$ cat src/rtl/core/adc_serial_register_interface_defines.svh
// ----------------------------------------------------------------------------
// ADC serial register interface assertion macros
// Shared property forms for the concurrent checks of the block.
// ----------------------------------------------------------------------------
`ifndef ADC_SERIAL_REGISTER_INTERFACE_DEFINES_SVH
`define ADC_SERIAL_REGISTER_INTERFACE_DEFINES_SVH

// The consequent must hold in the same cycle as the antecedent.
`define ASRI_ASSERT_SAME(label, clk, rst, ante, cons, msg) \
   label: assert property (@(posedge clk) disable iff (rst) (ante) |-> (cons)) \
      else $error(msg);

// The consequent must hold in the cycle after the antecedent.
`define ASRI_ASSERT_NEXT(label, clk, rst, ante, cons, msg) \
   label: assert property (@(posedge clk) disable iff (rst) (ante) |=> (cons)) \
      else $error(msg);

`endif

$ cat src/rtl/core/asri_pkg.sv
`timescale 1ns / 1ps
// ----------------------------------------------------------------------------
// ADC serial register interface package
// Field widths, register select codes, transfer phases and helpers.
// ----------------------------------------------------------------------------
package asri_pkg;

   localparam int unsigned BYTE_W   = 8;
   localparam int unsigned SAMPLE_W = 24;

   localparam logic [1:0] WIDE_BYTES   = 2'd3;
   localparam logic [1:0] NARROW_BYTES = 2'd1;

   typedef enum logic [1:0] {
      PH_CMD   = 2'd0,
      PH_WRITE = 2'd1,
      PH_READ  = 2'd2
   } phase_type;

   typedef enum logic [2:0] {
      REG_COMM      = 3'd0,
      REG_SETUP     = 3'd1,
      REG_FILTER_HI = 3'd2,
      REG_DATA      = 3'd3,
      REG_TEST      = 3'd4,
      REG_FILTER_LO = 3'd5,
      REG_ZERO_CAL  = 3'd6,
      REG_FULL_CAL  = 3'd7
   } reg_sel_type;

   localparam int unsigned READ_BIT = 3;

   function automatic logic [1:0] reg_bytes(input reg_sel_type sel);
      logic [1:0] n;
      unique case (sel)
         REG_DATA, REG_ZERO_CAL, REG_FULL_CAL: n = WIDE_BYTES;
         default:                              n = NARROW_BYTES;
      endcase
      return n;
   endfunction

endpackage

$ cat src/rtl/core/asri_if.sv
`timescale 1ns / 1ps
// ----------------------------------------------------------------------------
// ADC serial register interface channels
// Valid/ready channels for host words and sample events, and for responses.
// ----------------------------------------------------------------------------
interface asri_req_if;
   logic                             valid;
   logic                             ready;
   logic                             kind;
   logic [asri_pkg::BYTE_W-1:0]      byte_in;
   logic [asri_pkg::SAMPLE_W-1:0]    sample_value;

   modport source (output valid, kind, byte_in, sample_value, input ready);
   modport sink   (input valid, kind, byte_in, sample_value, output ready);
endinterface

interface asri_rsp_if;
   logic                        valid;
   logic                        ready;
   logic [asri_pkg::BYTE_W-1:0] byte_out;
   logic                        last_byte;
   logic                        not_ready;

   modport source (output valid, byte_out, last_byte, not_ready, input ready);
   modport sink   (input valid, byte_out, last_byte, not_ready, output ready);
endinterface

$ cat src/rtl/core/adc_serial_register_interface.sv
`timescale 1ns / 1ps
// ----------------------------------------------------------------------------
// ADC serial register interface
// Device side of a sigma-delta converter's byte-wide register port.
// ----------------------------------------------------------------------------
// The request channel carries one word per item: either a host byte from the
// serial line or a new conversion sample. Every host byte produces exactly one
// response word on the response channel, carrying the byte shifted back to the
// host, a flag marking the end of a register read and the not-ready level.
// Samples load the data register, clear not-ready and setup bits 7:6 and get
// no response. Each word is handled in the cycle it is accepted, and its
// response is held in the output register from the next cycle on. One word
// is taken per cycle while the receiver keeps up. The request channel is
// ready whenever the output register is empty or is being emptied in the
// same cycle; when the receiver stalls with a response pending, the request
// channel stalls with it. Reset returns the port to waiting for a command
// byte, zeroes all but the response byte and its flags, and sets not-ready.
// ----------------------------------------------------------------------------
module adc_serial_register_interface (
   input logic           clock,
   input logic           reset,
   asri_req_if.sink      req_chan,
   asri_rsp_if.source    rsp_chan
);
   import asri_pkg::*;
   `include "adc_serial_register_interface_defines.svh"

   phase_type             phase_ff, phase_in;
   reg_sel_type           sel_ff, sel_in;
   logic [1:0]            left_ff, left_in;
   logic [1:0]            chan_ff, chan_in;
   logic [SAMPLE_W-1:0]   shift_ff, shift_in;
   logic [BYTE_W-1:0]     setup_ff, setup_in;
   logic [BYTE_W-1:0]     filter_hi_ff, filter_hi_in;
   logic [BYTE_W-1:0]     test_ff, test_in;
   logic [BYTE_W-1:0]     filter_lo_ff, filter_lo_in;
   logic [SAMPLE_W-1:0]   data_ff, data_in;
   logic [SAMPLE_W-1:0]   zero_cal_ff, zero_cal_in;
   logic [SAMPLE_W-1:0]   full_cal_ff, full_cal_in;
   logic                  nrdy_ff, nrdy_in;

   logic                  rsp_valid_ff, rsp_valid_in;
   logic [BYTE_W-1:0]     rsp_byte_ff, rsp_byte_in;
   logic                  rsp_last_ff, rsp_last_in;
   logic                  rsp_nrdy_ff, rsp_nrdy_in;

   logic                  accept;
   logic [BYTE_W-1:0]     obyte;
   logic                  last;

   assign req_chan.ready     = !rsp_valid_ff || rsp_chan.ready;
   assign accept             = req_chan.valid && req_chan.ready;
   assign rsp_chan.valid     = rsp_valid_ff;
   assign rsp_chan.byte_out  = rsp_byte_ff;
   assign rsp_chan.last_byte = rsp_last_ff;
   assign rsp_chan.not_ready = rsp_nrdy_ff;

   always_comb begin
      logic [SAMPLE_W-1:0] wbuf;
      logic [SAMPLE_W-1:0] rval;
      logic [1:0]          cmd_chan;
      logic [1:0]          left_dec;
      reg_sel_type         cmd_sel;

      phase_in     = phase_ff;
      sel_in       = sel_ff;
      left_in      = left_ff;
      chan_in      = chan_ff;
      shift_in     = shift_ff;
      setup_in     = setup_ff;
      filter_hi_in = filter_hi_ff;
      test_in      = test_ff;
      filter_lo_in = filter_lo_ff;
      data_in      = data_ff;
      zero_cal_in  = zero_cal_ff;
      full_cal_in  = full_cal_ff;
      nrdy_in      = nrdy_ff;

      wbuf     = {shift_ff[SAMPLE_W-BYTE_W-1:0], req_chan.byte_in};
      cmd_sel  = reg_sel_type'(req_chan.byte_in[6:4]);
      cmd_chan = req_chan.byte_in[1:0];
      left_dec = left_ff - 2'd1;
      rval     = '0;

      unique case (cmd_sel)
         REG_COMM:      rval = {{(SAMPLE_W-BYTE_W){1'b0}}, nrdy_ff, 3'b000, 1'b1, 1'b0,
                                cmd_chan};
         REG_SETUP:     rval = {{(SAMPLE_W-BYTE_W){1'b0}}, setup_ff};
         REG_FILTER_HI: rval = {{(SAMPLE_W-BYTE_W){1'b0}}, filter_hi_ff};
         REG_DATA:      rval = data_ff;
         REG_TEST:      rval = {{(SAMPLE_W-BYTE_W){1'b0}}, test_ff};
         REG_FILTER_LO: rval = {{(SAMPLE_W-BYTE_W){1'b0}}, filter_lo_ff};
         REG_ZERO_CAL:  rval = zero_cal_ff;
         REG_FULL_CAL:  rval = full_cal_ff;
         default:       rval = '0;
      endcase

      if (accept && req_chan.kind) begin
         data_in  = req_chan.sample_value;
         nrdy_in  = 1'b0;
         setup_in = {2'b00, setup_ff[5:0]};
      end else if (accept) begin
         if (phase_ff == PH_READ && left_ff != 2'd0) begin
            left_in = left_dec;
            if (left_dec == 2'd0) begin
               phase_in = PH_CMD;
               if (sel_ff == REG_DATA) begin
                  nrdy_in = 1'b1;
               end
            end
         end else if (phase_ff == PH_WRITE && left_ff != 2'd0) begin
            shift_in = wbuf;
            left_in  = left_dec;
            if (left_dec == 2'd0) begin
               phase_in = PH_CMD;
               unique case (sel_ff)
                  REG_SETUP: begin
                     setup_in = wbuf[BYTE_W-1:0];
                     if (wbuf[7:6] != 2'b00) begin
                        nrdy_in = 1'b1;
                     end
                  end
                  REG_FILTER_HI: filter_hi_in = wbuf[BYTE_W-1:0];
                  REG_TEST:      test_in      = wbuf[BYTE_W-1:0];
                  REG_FILTER_LO: filter_lo_in = wbuf[BYTE_W-1:0];
                  REG_ZERO_CAL:  zero_cal_in  = wbuf;
                  REG_FULL_CAL:  full_cal_in  = wbuf;
                  default:       ;
               endcase
            end
         end else begin
            sel_in  = cmd_sel;
            chan_in = cmd_chan;
            if (req_chan.byte_in[READ_BIT]) begin
               shift_in = rval;
               left_in  = reg_bytes(cmd_sel);
               phase_in = PH_READ;
            end else if (cmd_sel == REG_COMM) begin
               left_in  = 2'd0;
               phase_in = PH_CMD;
            end else begin
               shift_in = '0;
               left_in  = reg_bytes(cmd_sel);
               phase_in = PH_WRITE;
            end
         end
      end
   end

   always_comb begin
      obyte = '0;
      last  = 1'b0;
      if (phase_ff == PH_READ && left_ff != 2'd0) begin
         case (left_ff)
            2'd1:    obyte = shift_ff[7:0];
            2'd2:    obyte = shift_ff[15:8];
            default: obyte = shift_ff[23:16];
         endcase
         last = (left_ff == 2'd1);
      end

      rsp_valid_in = rsp_valid_ff && !rsp_chan.ready;
      rsp_byte_in  = rsp_byte_ff;
      rsp_last_in  = rsp_last_ff;
      rsp_nrdy_in  = rsp_nrdy_ff;
      if (accept && !req_chan.kind) begin
         rsp_valid_in = 1'b1;
         rsp_byte_in  = obyte;
         rsp_last_in  = last;
         rsp_nrdy_in  = nrdy_in;
      end
   end

   always_ff @(posedge clock) begin
      if (reset) begin
         phase_ff     <= PH_CMD;
         sel_ff       <= REG_COMM;
         left_ff      <= 2'd0;
         chan_ff      <= 2'd0;
         shift_ff     <= '0;
         setup_ff     <= '0;
         filter_hi_ff <= '0;
         test_ff      <= '0;
         filter_lo_ff <= '0;
         data_ff      <= '0;
         zero_cal_ff  <= '0;
         full_cal_ff  <= '0;
         nrdy_ff      <= 1'b1;
         rsp_valid_ff <= 1'b0;
      end else begin
         phase_ff     <= phase_in;
         sel_ff       <= sel_in;
         left_ff      <= left_in;
         chan_ff      <= chan_in;
         shift_ff     <= shift_in;
         setup_ff     <= setup_in;
         filter_hi_ff <= filter_hi_in;
         test_ff      <= test_in;
         filter_lo_ff <= filter_lo_in;
         data_ff      <= data_in;
         zero_cal_ff  <= zero_cal_in;
         full_cal_ff  <= full_cal_in;
         nrdy_ff      <= nrdy_in;
         rsp_valid_ff <= rsp_valid_in;
      end
   end

   always_ff @(posedge clock) begin
      rsp_byte_ff <= rsp_byte_in;
      rsp_last_ff <= rsp_last_in;
      rsp_nrdy_ff <= rsp_nrdy_in;
   end

   `ASRI_ASSERT_SAME(a_cmd_no_bytes, clock, reset, phase_ff == PH_CMD, left_ff == 2'd0,
      "Bytes remain while waiting for a command word.")
   `ASRI_ASSERT_SAME(a_xfer_has_bytes, clock, reset, phase_ff != PH_CMD, left_ff != 2'd0,
      "A transfer is open with no bytes left.")
   `ASRI_ASSERT_NEXT(a_sample_clears, clock, reset, accept && req_chan.kind, !nrdy_ff,
      "A sample did not clear the not-ready flag.")
   `ASRI_ASSERT_NEXT(a_host_word_rsp, clock, reset, accept && !req_chan.kind,
      rsp_valid_ff && rsp_nrdy_ff == nrdy_ff,
      "A host word did not produce a matching response word.")

endmodule

$ cat src/flat_wrapper.sv
// flat-port wrapper written by rule: the top's interface ports become plain ports
module adc_serial_register_interface_flat import asri_pkg::*;
  (clock, reset, req_chan_valid, req_chan_kind, req_chan_byte_in, req_chan_sample_value, req_chan_ready, rsp_chan_valid, rsp_chan_byte_out, rsp_chan_last_byte, rsp_chan_not_ready, rsp_chan_ready);
  asri_req_if req_chan_i ();
  asri_rsp_if rsp_chan_i ();
  input logic clock;
  input logic reset;
  input wire logic [$bits(req_chan_i.valid)-1:0] req_chan_valid;
  input wire logic [$bits(req_chan_i.kind)-1:0] req_chan_kind;
  input wire logic [$bits(req_chan_i.byte_in)-1:0] req_chan_byte_in;
  input wire logic [$bits(req_chan_i.sample_value)-1:0] req_chan_sample_value;
  output wire logic [$bits(req_chan_i.ready)-1:0] req_chan_ready;
  output wire logic [$bits(rsp_chan_i.valid)-1:0] rsp_chan_valid;
  output wire logic [$bits(rsp_chan_i.byte_out)-1:0] rsp_chan_byte_out;
  output wire logic [$bits(rsp_chan_i.last_byte)-1:0] rsp_chan_last_byte;
  output wire logic [$bits(rsp_chan_i.not_ready)-1:0] rsp_chan_not_ready;
  input wire logic [$bits(rsp_chan_i.ready)-1:0] rsp_chan_ready;
  assign req_chan_i.valid = req_chan_valid;
  assign req_chan_i.kind = req_chan_kind;
  assign req_chan_i.byte_in = req_chan_byte_in;
  assign req_chan_i.sample_value = req_chan_sample_value;
  assign req_chan_ready = req_chan_i.ready;
  assign rsp_chan_valid = rsp_chan_i.valid;
  assign rsp_chan_byte_out = rsp_chan_i.byte_out;
  assign rsp_chan_last_byte = rsp_chan_i.last_byte;
  assign rsp_chan_not_ready = rsp_chan_i.not_ready;
  assign rsp_chan_i.ready = rsp_chan_ready;
  adc_serial_register_interface u_core (.clock(clock), .reset(reset), .req_chan(req_chan_i), .rsp_chan(rsp_chan_i));
endmodule
$ cat config.mk
export PLATFORM = sky130hd
export DESIGN_NAME = adc_serial_register_interface_flat
export DESIGN_NICKNAME = d
export VERILOG_FILES = /design/src/rtl/core/asri_pkg.sv /design/src/rtl/core/asri_if.sv /design/src/rtl/core/adc_serial_register_interface.sv /design/src/flat_wrapper.sv
export VERILOG_INCLUDE_DIRS = /design/src /design/src/rtl/core
export SDC_FILE = /design/constraint.sdc
export NUM_CORES = 1
export LEC_CHECK = 0
export BUFFER_PORTS_ARGS = -buffer_cell sky130_fd_sc_hd__buf_2
export CAP_MARGIN = 5
export CORE_MARGIN = 2
export CORE_UTILIZATION = 54
export DETAILED_ROUTE_END_ITERATION = 6
export PLACE_DENSITY = 0.84
export SLEW_MARGIN = 20
export SYNTH_ARGS = -nofsm -noshare
export SYNTH_HDL_FRONTEND = slang
export SYNTH_SLANG_ARGS = --single-unit
$ cat constraint.sdc
create_clock -name clock -period 2.2 [get_ports clock]
set_input_delay 0.44 -clock clock [delete_from_list [all_inputs] [get_ports clock]]
set_output_delay 0.44 -clock clock [all_outputs]
set_load 0.01 [all_outputs]
==> results of run 1 <==
==> state kept, by name (all words and copies together) (netlist names), 3 cells and up <==
| signal | flops |
|---|---|
| u_core.test_ff | 8 |
| u_core.shift_ff | 24 |
| u_core.data_ff | 24 |
| u_core.setup_ff | 8 |
| u_core.zero_cal_ff | 24 |
| u_core.rsp_chan.byte_out | 8 |
| u_core.filter_lo_ff | 8 |
| u_core.sel_ff | 3 |
| u_core.filter_hi_ff | 8 |
| u_core.full_cal_ff | 24 |
==> routing by layer <==
| layer | vias up | share of wire | wire length, um |
|---|---|---|---|
| li1 | 2607 | - | - |
| met1 | 2729 | 0.42 | 7350 |
| met2 | 308 | 0.47 | 8310 |
| met3 | 54 | 0.080 | 1410 |
| met4 | 0 | 0.029 | 509 |
| met5 | - | 0 | 0 |
==> cell usage in the layout (no fill, tap or decap), drive strengths merged, types with 4 or more instances in the layout <==
| master | count |
|---|---|
| mux2 | 23 |
| buf | 77 |
| o21ai | 4 |
| a211oi | 34 |
| inv | 5 |
| nand3 | 9 |
| mux4 | 4 |
| nand2b | 5 |
| nor2 | 136 |
| nor3 | 28 |
| nand4 | 4 |
| nand2 | 59 |
| clkinv | 5 |
| edfxtp | 10 |
| a21oi | 38 |
| ha | 4 |
| bufinv | 4 |
| mux2i | 85 |
| nor2b | 6 |
| clkbuf | 25 |
| dfxtp | 137 |
| a22oi | 26 |
==> area by class of cell <==
type	instances	area [sq um]
Clock buffer	23	478
Clock inverter	9	151
Fill cell	873	4140
Inverter	6	22.5
Multi-Input combinational cell	502	3370
Sequential cell	147	3040
Tap cell	147	184
Timing Repair Buffer	79	622
==> critical path: stages (launching register included) <==
cell and delay, ns:
dfxtp_1 0.36, inv_2 0.08, ha_4 0.18, nor3b_4 0.29, nand4_4 0.16, buf_4 0.17
nor4b_2 0.21, buf_4 0.25, mux2i_1 0.25, nor2_1 0.06
==> what timing repair did <==
action	CTS	global route
buffers inserted	0	3
hold buffers	0	0
resized for setup	2	9
cloned	0	3
pin swaps	0	3
setup endpoints to repair	3	80
==> metrics by stage <==
| stage | cells | TNS (ns) |
|---|---|---|
| floorplan | 717 | 0 |
| global placement | 875 | 0 |
| detailed placement | 875 | 0 |
| CTS | 907 | -0.0517 |
| global route | 913 | -0.301 |
| finish | 913 | 0 |
==> kinds of logic (layout without fill, tap and decap cells) <==
group / after synthesis / after routing / share of synthesized area
AND/OR/NAND/NOR: 263 / 263 / 0.180
flip-flops: 147 / 147 / 0.457
AO/OA/AOI/OAI: 122 / 122 / 0.127
multiplexers: 112 / 112 / 0.180
buffers and inverters: 68 / 117 / 0.0468
adder cells (fa/ha/maj): 4 / 4 / 0.00751
XOR/XNOR: 1 / 1 / 0.00132
==> worst paths after layout <==
check	startpoint	to	slack, ns	depth (start not counted)
max	u_core.left_ff[1]	u_core.filter_hi_ff[4]	0.06	9
min	req_chan_sample_value[22]	u_core.data_ff[22]	0.25	3
max reg2reg	u_core.left_ff[1]	u_core.filter_hi_ff[4]	0.06	9
min reg2reg	u_core.data_ff[20]	u_core.data_ff[20]	0.45	2
==> where the power goes <==
part	total, mW	internal, mW	switching [mW]
logic	0.523	0.195	0.328
clock network	3.07	1.98	1.09
registers	2.83	2.76	0.0662
==> impl_metrics.py, run 1 <==
metrics = {
    "global_route": {
        "grt_max_degree": 64,
        "track_usage": 0.266,
        "use_met3": 0.0538,
        "antenna_found_initial": 0,
        "grt_pass1_vias": 5511,
        "globalRouteMet1Util": 0.342,
        "gr-max-usage-layer": "met2",
        "grt_pass1_wl_um": 27600,
        "grt_overflow": 0,
        "grt_use_met2": 0.435,
    },
    "routing": {
        "vias": 5698,
        "firstDrtPassIters": 6,
        "ant_nets": 0,
        "via_per_inst": 6.24,
        "wl_per_cell_um": 19.3,
        "drc": 0,
        "wl_um": 17600,
        "drt_iter0_markers": 559,
    },
    "placement": {
        "place_area_sq_um": 7100,
        "numPortBuffers": 48,
        "place.gp.congestion": 0.865,
        "hpwlAfterDp_um": 10600,
        "place_ws_ns": 0.0610,
    },
    "power": {
        "p_leak_nw": 3.15,
        "ir_worst_vdd_v": 0.000559,
        "p_per_area_nw_per_um2": 816,
        "power.total_mw": 6.42,
    },
    "die": {
        "placementRows": 40,
        "placeableCoreArea_sq_um": 12000,
        "die_area_sq_um": 13200,
        "fp.dieH_um": 115,
        "dieWidth_um": 115,
        "start_util": 0.555,
        "ioPinCount": 49,
    },
    "yosys": {
        "synth_fp_nets": 758,
        "synth_largest_area_cell": "dfxtp_1",
        "yosys-top-cells-count": "dfxtp_1 (137), nor2_1 (136), mux2i_1 (85)",
        "synth_flop_cell": "dfxtp_1",
        "synth_most_common_cell": "dfxtp_1",
        "ys_seq_area_frac": 0.457,
        "synth_area_per_cell_sq_um": 9.29,
        "ys_seq_elements": 147,
        "synth.distinct_cells": 55,
        "synth_edf_count": 10,
        "ys_async_sr_fraction": 0,
        "synth_cells": 717,
        "synth.cell_area_sq_um": 6660,
        "yosysWarnings": 0,
        "synth_top_area_share": 0.412,
        "synth.area.top_cells": "dfxtp_1 (41%), mux2i_1 (13%), nor2_1 (7.7%)",
    },
    "critical_path": {
        "crit_fanout": 8,
        "cp.arrival_ns": 2.44,
        "worst-setup-path-type": "register to register",
        "critPathLaunchType": "register",
        "end_kind": "register",
        "cp_data_required_time_ns": 2.50,
    },
    "clock_network": {
        "clock-sinks": 147,
        "clkTransAtPathRegs_ns": 0.06,
        "insertion_delay_ns": 0.43,
        "clockBufferDepth": 2,
        "cts_tree": "built",
        "htreeDepth": 4,
        "clock-root-buffer": "clkbuf_16",
        "cts_buffers": 17,
    },
    "sta": {
        "hold_viol": 0,
        "worst_hold_slack_ns": 0.250,
        "final-max-slew-violation-count": 0,
        "fin_crit_sh": 0.971,
        "fmax_mhz": 468,
        "skew_ns": 0.00906,
        "setup_viol": 0,
        "timing.final.ws_setup_ns": 0.0637,
        "finalCriticalPeriod_ns": 2.14,
        "maxSlewHeadroom": 0.545,
        "worstMarginPinSlew_ns": 0.674,
    },
    "worst_hold_path": {
        "min_path_type": "primary input to register",
    },
    "layout": {
        "final_util": 0.655,
        "design_area_sq_um": 7870,
        "final_layout_size_suffix_gt1_frac": 0.183,
        "fin_nets": 794,
        "antenna_cells": 0,
        "syn2layout_area_growth_pct": 18.1,
    },
    "status": {
        "outcome": "completed",
    },
    "run": {
        "maxCapViolCount": 0,
    },
}
Power figures use the tool's default switching activity.
==> inputs of run 2 (changes only) <==
CAP_MARGIN = unset   (was 5)
RECOVER_POWER = 100   (was unset)
==> run 2 against run 1 <==
First-iteration DRC count down 6.4%. Critical path type unchanged. Sequential share of layout area up 0.12 points. Clock skew about the same. Sequential power about the same. Critical path depth unchanged. Wire length up 0.26%. Flip-flop and latch count unchanged. Hold slack about the same. Largest power group unchanged. Combinational power about the same. Cell count unchanged. Count of clock-buffer cells in the layout unchanged.
==> impl_metrics.py, run 2 (same netlist as run 1, synthesis figures left out) <==
metrics = {
    "sta": {
        "setup_viol": 0,
        "finalCriticalPeriod_ns": 2.17,
        "skew_ns": 0.00931,
        "final-max-slew-violation-count": 0,
        "hold_viol": 0,
        "worst_hold_slack_ns": 0.250,
        "fin_crit_sh": 0.984,
        "maxSlewHeadroom": 0.534,
        "fmax_mhz": 462,
        "worstMarginPinSlew_ns": 0.690,
    },
    "die": {
        "placeableCoreArea_sq_um": 12000,
        "fp.dieH_um": 115,
        "start_util": 0.555,
        "placementRows": 40,
        "dieWidth_um": 115,
        "die_area_sq_um": 13200,
        "ioPinCount": 49,
    },
    "critical_path": {
        "critPathLaunchType": "register",
        "cpMaxStageDelayCell": "dfxtp_1",
        "crit_fanout": 6,
        "reg2reg_depth": 9,
        "cp_data_required_time_ns": 2.49,
        "reg2reg_slack_ns": 0.03,
        "crit_chain": "inv_2, ha_4, nor3b_4, nand4_4, nor4b_4, buf_6, clkbuf_16, mux2i_1, nor2_1",
        "worst-setup-path-type": "register to register",
        "cpPeakStageDelay_ns": 0.36,
        "cp.arrival_ns": 2.46,
        "rr_startpoint": "u_core.left_ff[1]",
        "end_kind": "register",
        "timing.rr.end": "u_core.full_cal_ff[22]",
    },
    "status": {
        "outcome": "completed",
    },
    "placement": {
        "place.gp.congestion": 0.865,
        "hpwlAfterDp_um": 10600,
        "numPortBuffers": 48,
        "place_area_sq_um": 7100,
        "dp_cells": 875,
    },
    "global_route": {
        "grt_pass1_vias": 5511,
        "antenna_found_initial": 0,
        "grt_pass1_wl_um": 27600,
        "grt_overflow": 0,
        "track_usage": 0.266,
        "grt_max_degree": 64,
    },
    "layout": {
        "final_layout_size_suffix_gt1_frac": 0.164,
        "nFillCells": 880,
        "fin_cells": 913,
        "design_area_sq_um": 7850,
        "syn2layout_area_growth_pct": 17.8,
        "final_util": 0.653,
        "fin_nets": 794,
        "antenna_cells": 0,
        "layout_common_cells": "nor2_1 (136), dfxtp_1 (136), mux2i_1 (84)",
    },
    "clock_network": {
        "insertion_delay_ns": 0.43,
        "clock-sinks": 147,
        "cts_buffers": 17,
        "clkTransAtPathRegs_ns": 0.06,
        "htreeDepth": 4,
        "clockBufferDepth": 2,
        "cts.hold.buffers_added": 0,
        "cts_tree": "built",
        "clock-root-buffer": "clkbuf_16",
    },
    "routing": {
        "drt_iter0_markers": 523,
        "drc": 0,
        "wl_um": 17600,
        "wl_per_cell_um": 19.3,
        "firstDrtPassIters": 6,
        "ant_nets": 0,
        "via_per_inst": 6.27,
        "vias": 5725,
    },
    "power": {
        "p_int_mw": 4.93,
        "p_comb_frac": 0.081,
        "power.total_mw": 6.43,
        "power.switching_mw": 1.50,
        "switching_share": 0.233,
        "p_leak_nw": 3.11,
        "ir_worst_vdd_v": 0.000562,
        "power.share.clock": 0.480,
        "p_per_area_nw_per_um2": 820,
        "sequentialPowerShare": 0.439,
    },
    "worst_hold_path": {
        "min_to": "u_core.data_ff[22]",
        "min_from": "req_chan_sample_value[22]",
        "min_path_type": "primary input to register",
        "hold_depth": 3,
    },
    "run": {
        "maxCapViolCount": 0,
    },
}
-- run 2: how the worst max path moves through the flow --
stage / end / startpoint / cells past startpoint / slack, ns
after floorplan: u_core.full_cal_ff[6] / u_core.left_ff[0] / 9 / 0.05
after global placement: u_core.shift_ff[22] / req_chan_byte_in[4] / 6 / 0.15
after detailed placement: u_core.shift_ff[20] / u_core.left_ff[1] / 8 / 0.06
after CTS: u_core.shift_ff[13] / u_core.left_ff[1] / 8 / -0.03
after global routing: u_core.full_cal_ff[2] / u_core.left_ff[0] / 9 / -0.03
final: u_core.full_cal_ff[22] / u_core.left_ff[1] / 9 / 0.03
-- run 2: metrics by stage --
step                      setup TNS [ns]  setup slack [ns]
after global routing              -0.301           -0.0324
after detailed placement               0            0.0610
after global placement                 0             0.148
after floorplan                        0            0.0501
after CTS                        -0.0517           -0.0282
final                                  0            0.0347
-- run 2: routing by layer --
metal | track usage | share of wire
met1 | 0.342 | 0.42
met2 | 0.435 | 0.47
met3 | 0.0538 | 0.082
met4 | 0.120 | 0.036
met5 | 0 | 0
-- run 2: final cells by class --
type / count / area (sq um) / share of cell area
Multi-Input combinational cell: 502 / 3370 / 0.429
Sequential cell: 147 / 3040 / 0.388
Timing Repair Buffer: 79 / 597 / 0.0761
Clock buffer: 23 / 478 / 0.0609
Tap cell: 147 / 184 / 0.0234
Clock inverter: 9 / 151 / 0.0193
Inverter: 6 / 22.5 / 0.00287
-- run 2: power by group through the flow --
| stage | sequential (mW) | combinational (mW) | clock [mW] |
|---|---|---|---|
| 3_3_place_gp | 2.87 | 0.479 | 0 |
| 2_1_floorplan | 2.86 | 0.327 | 0 |
| 4_1_cts | 2.82 | 0.503 | 3.07 |
| 5_1_grt | 2.83 | 0.564 | 3.20 |
| 3_5_place_dp | 2.88 | 0.494 | 0 |
| 6_report | 2.83 | 0.520 | 3.09 |
-- run 2: critical path, delay by kind of cell (launching register included) --
family,cells,cell delay (ns)
simple gates,4,0.83
buf+inv,3,0.45
flops,1,0.36
mux,1,0.22
fa+ha+maj,1,0.18
-- run 2: repair_timing --
action                                  4_1_cts  5_1_grt
endpoints found under the hold margin         0        0
endpoints found under the setup margin        3       80
gates resized for setup                       2        9
pin swaps                                     0        3
cloned                                        0        3
buffers inserted                              0        3
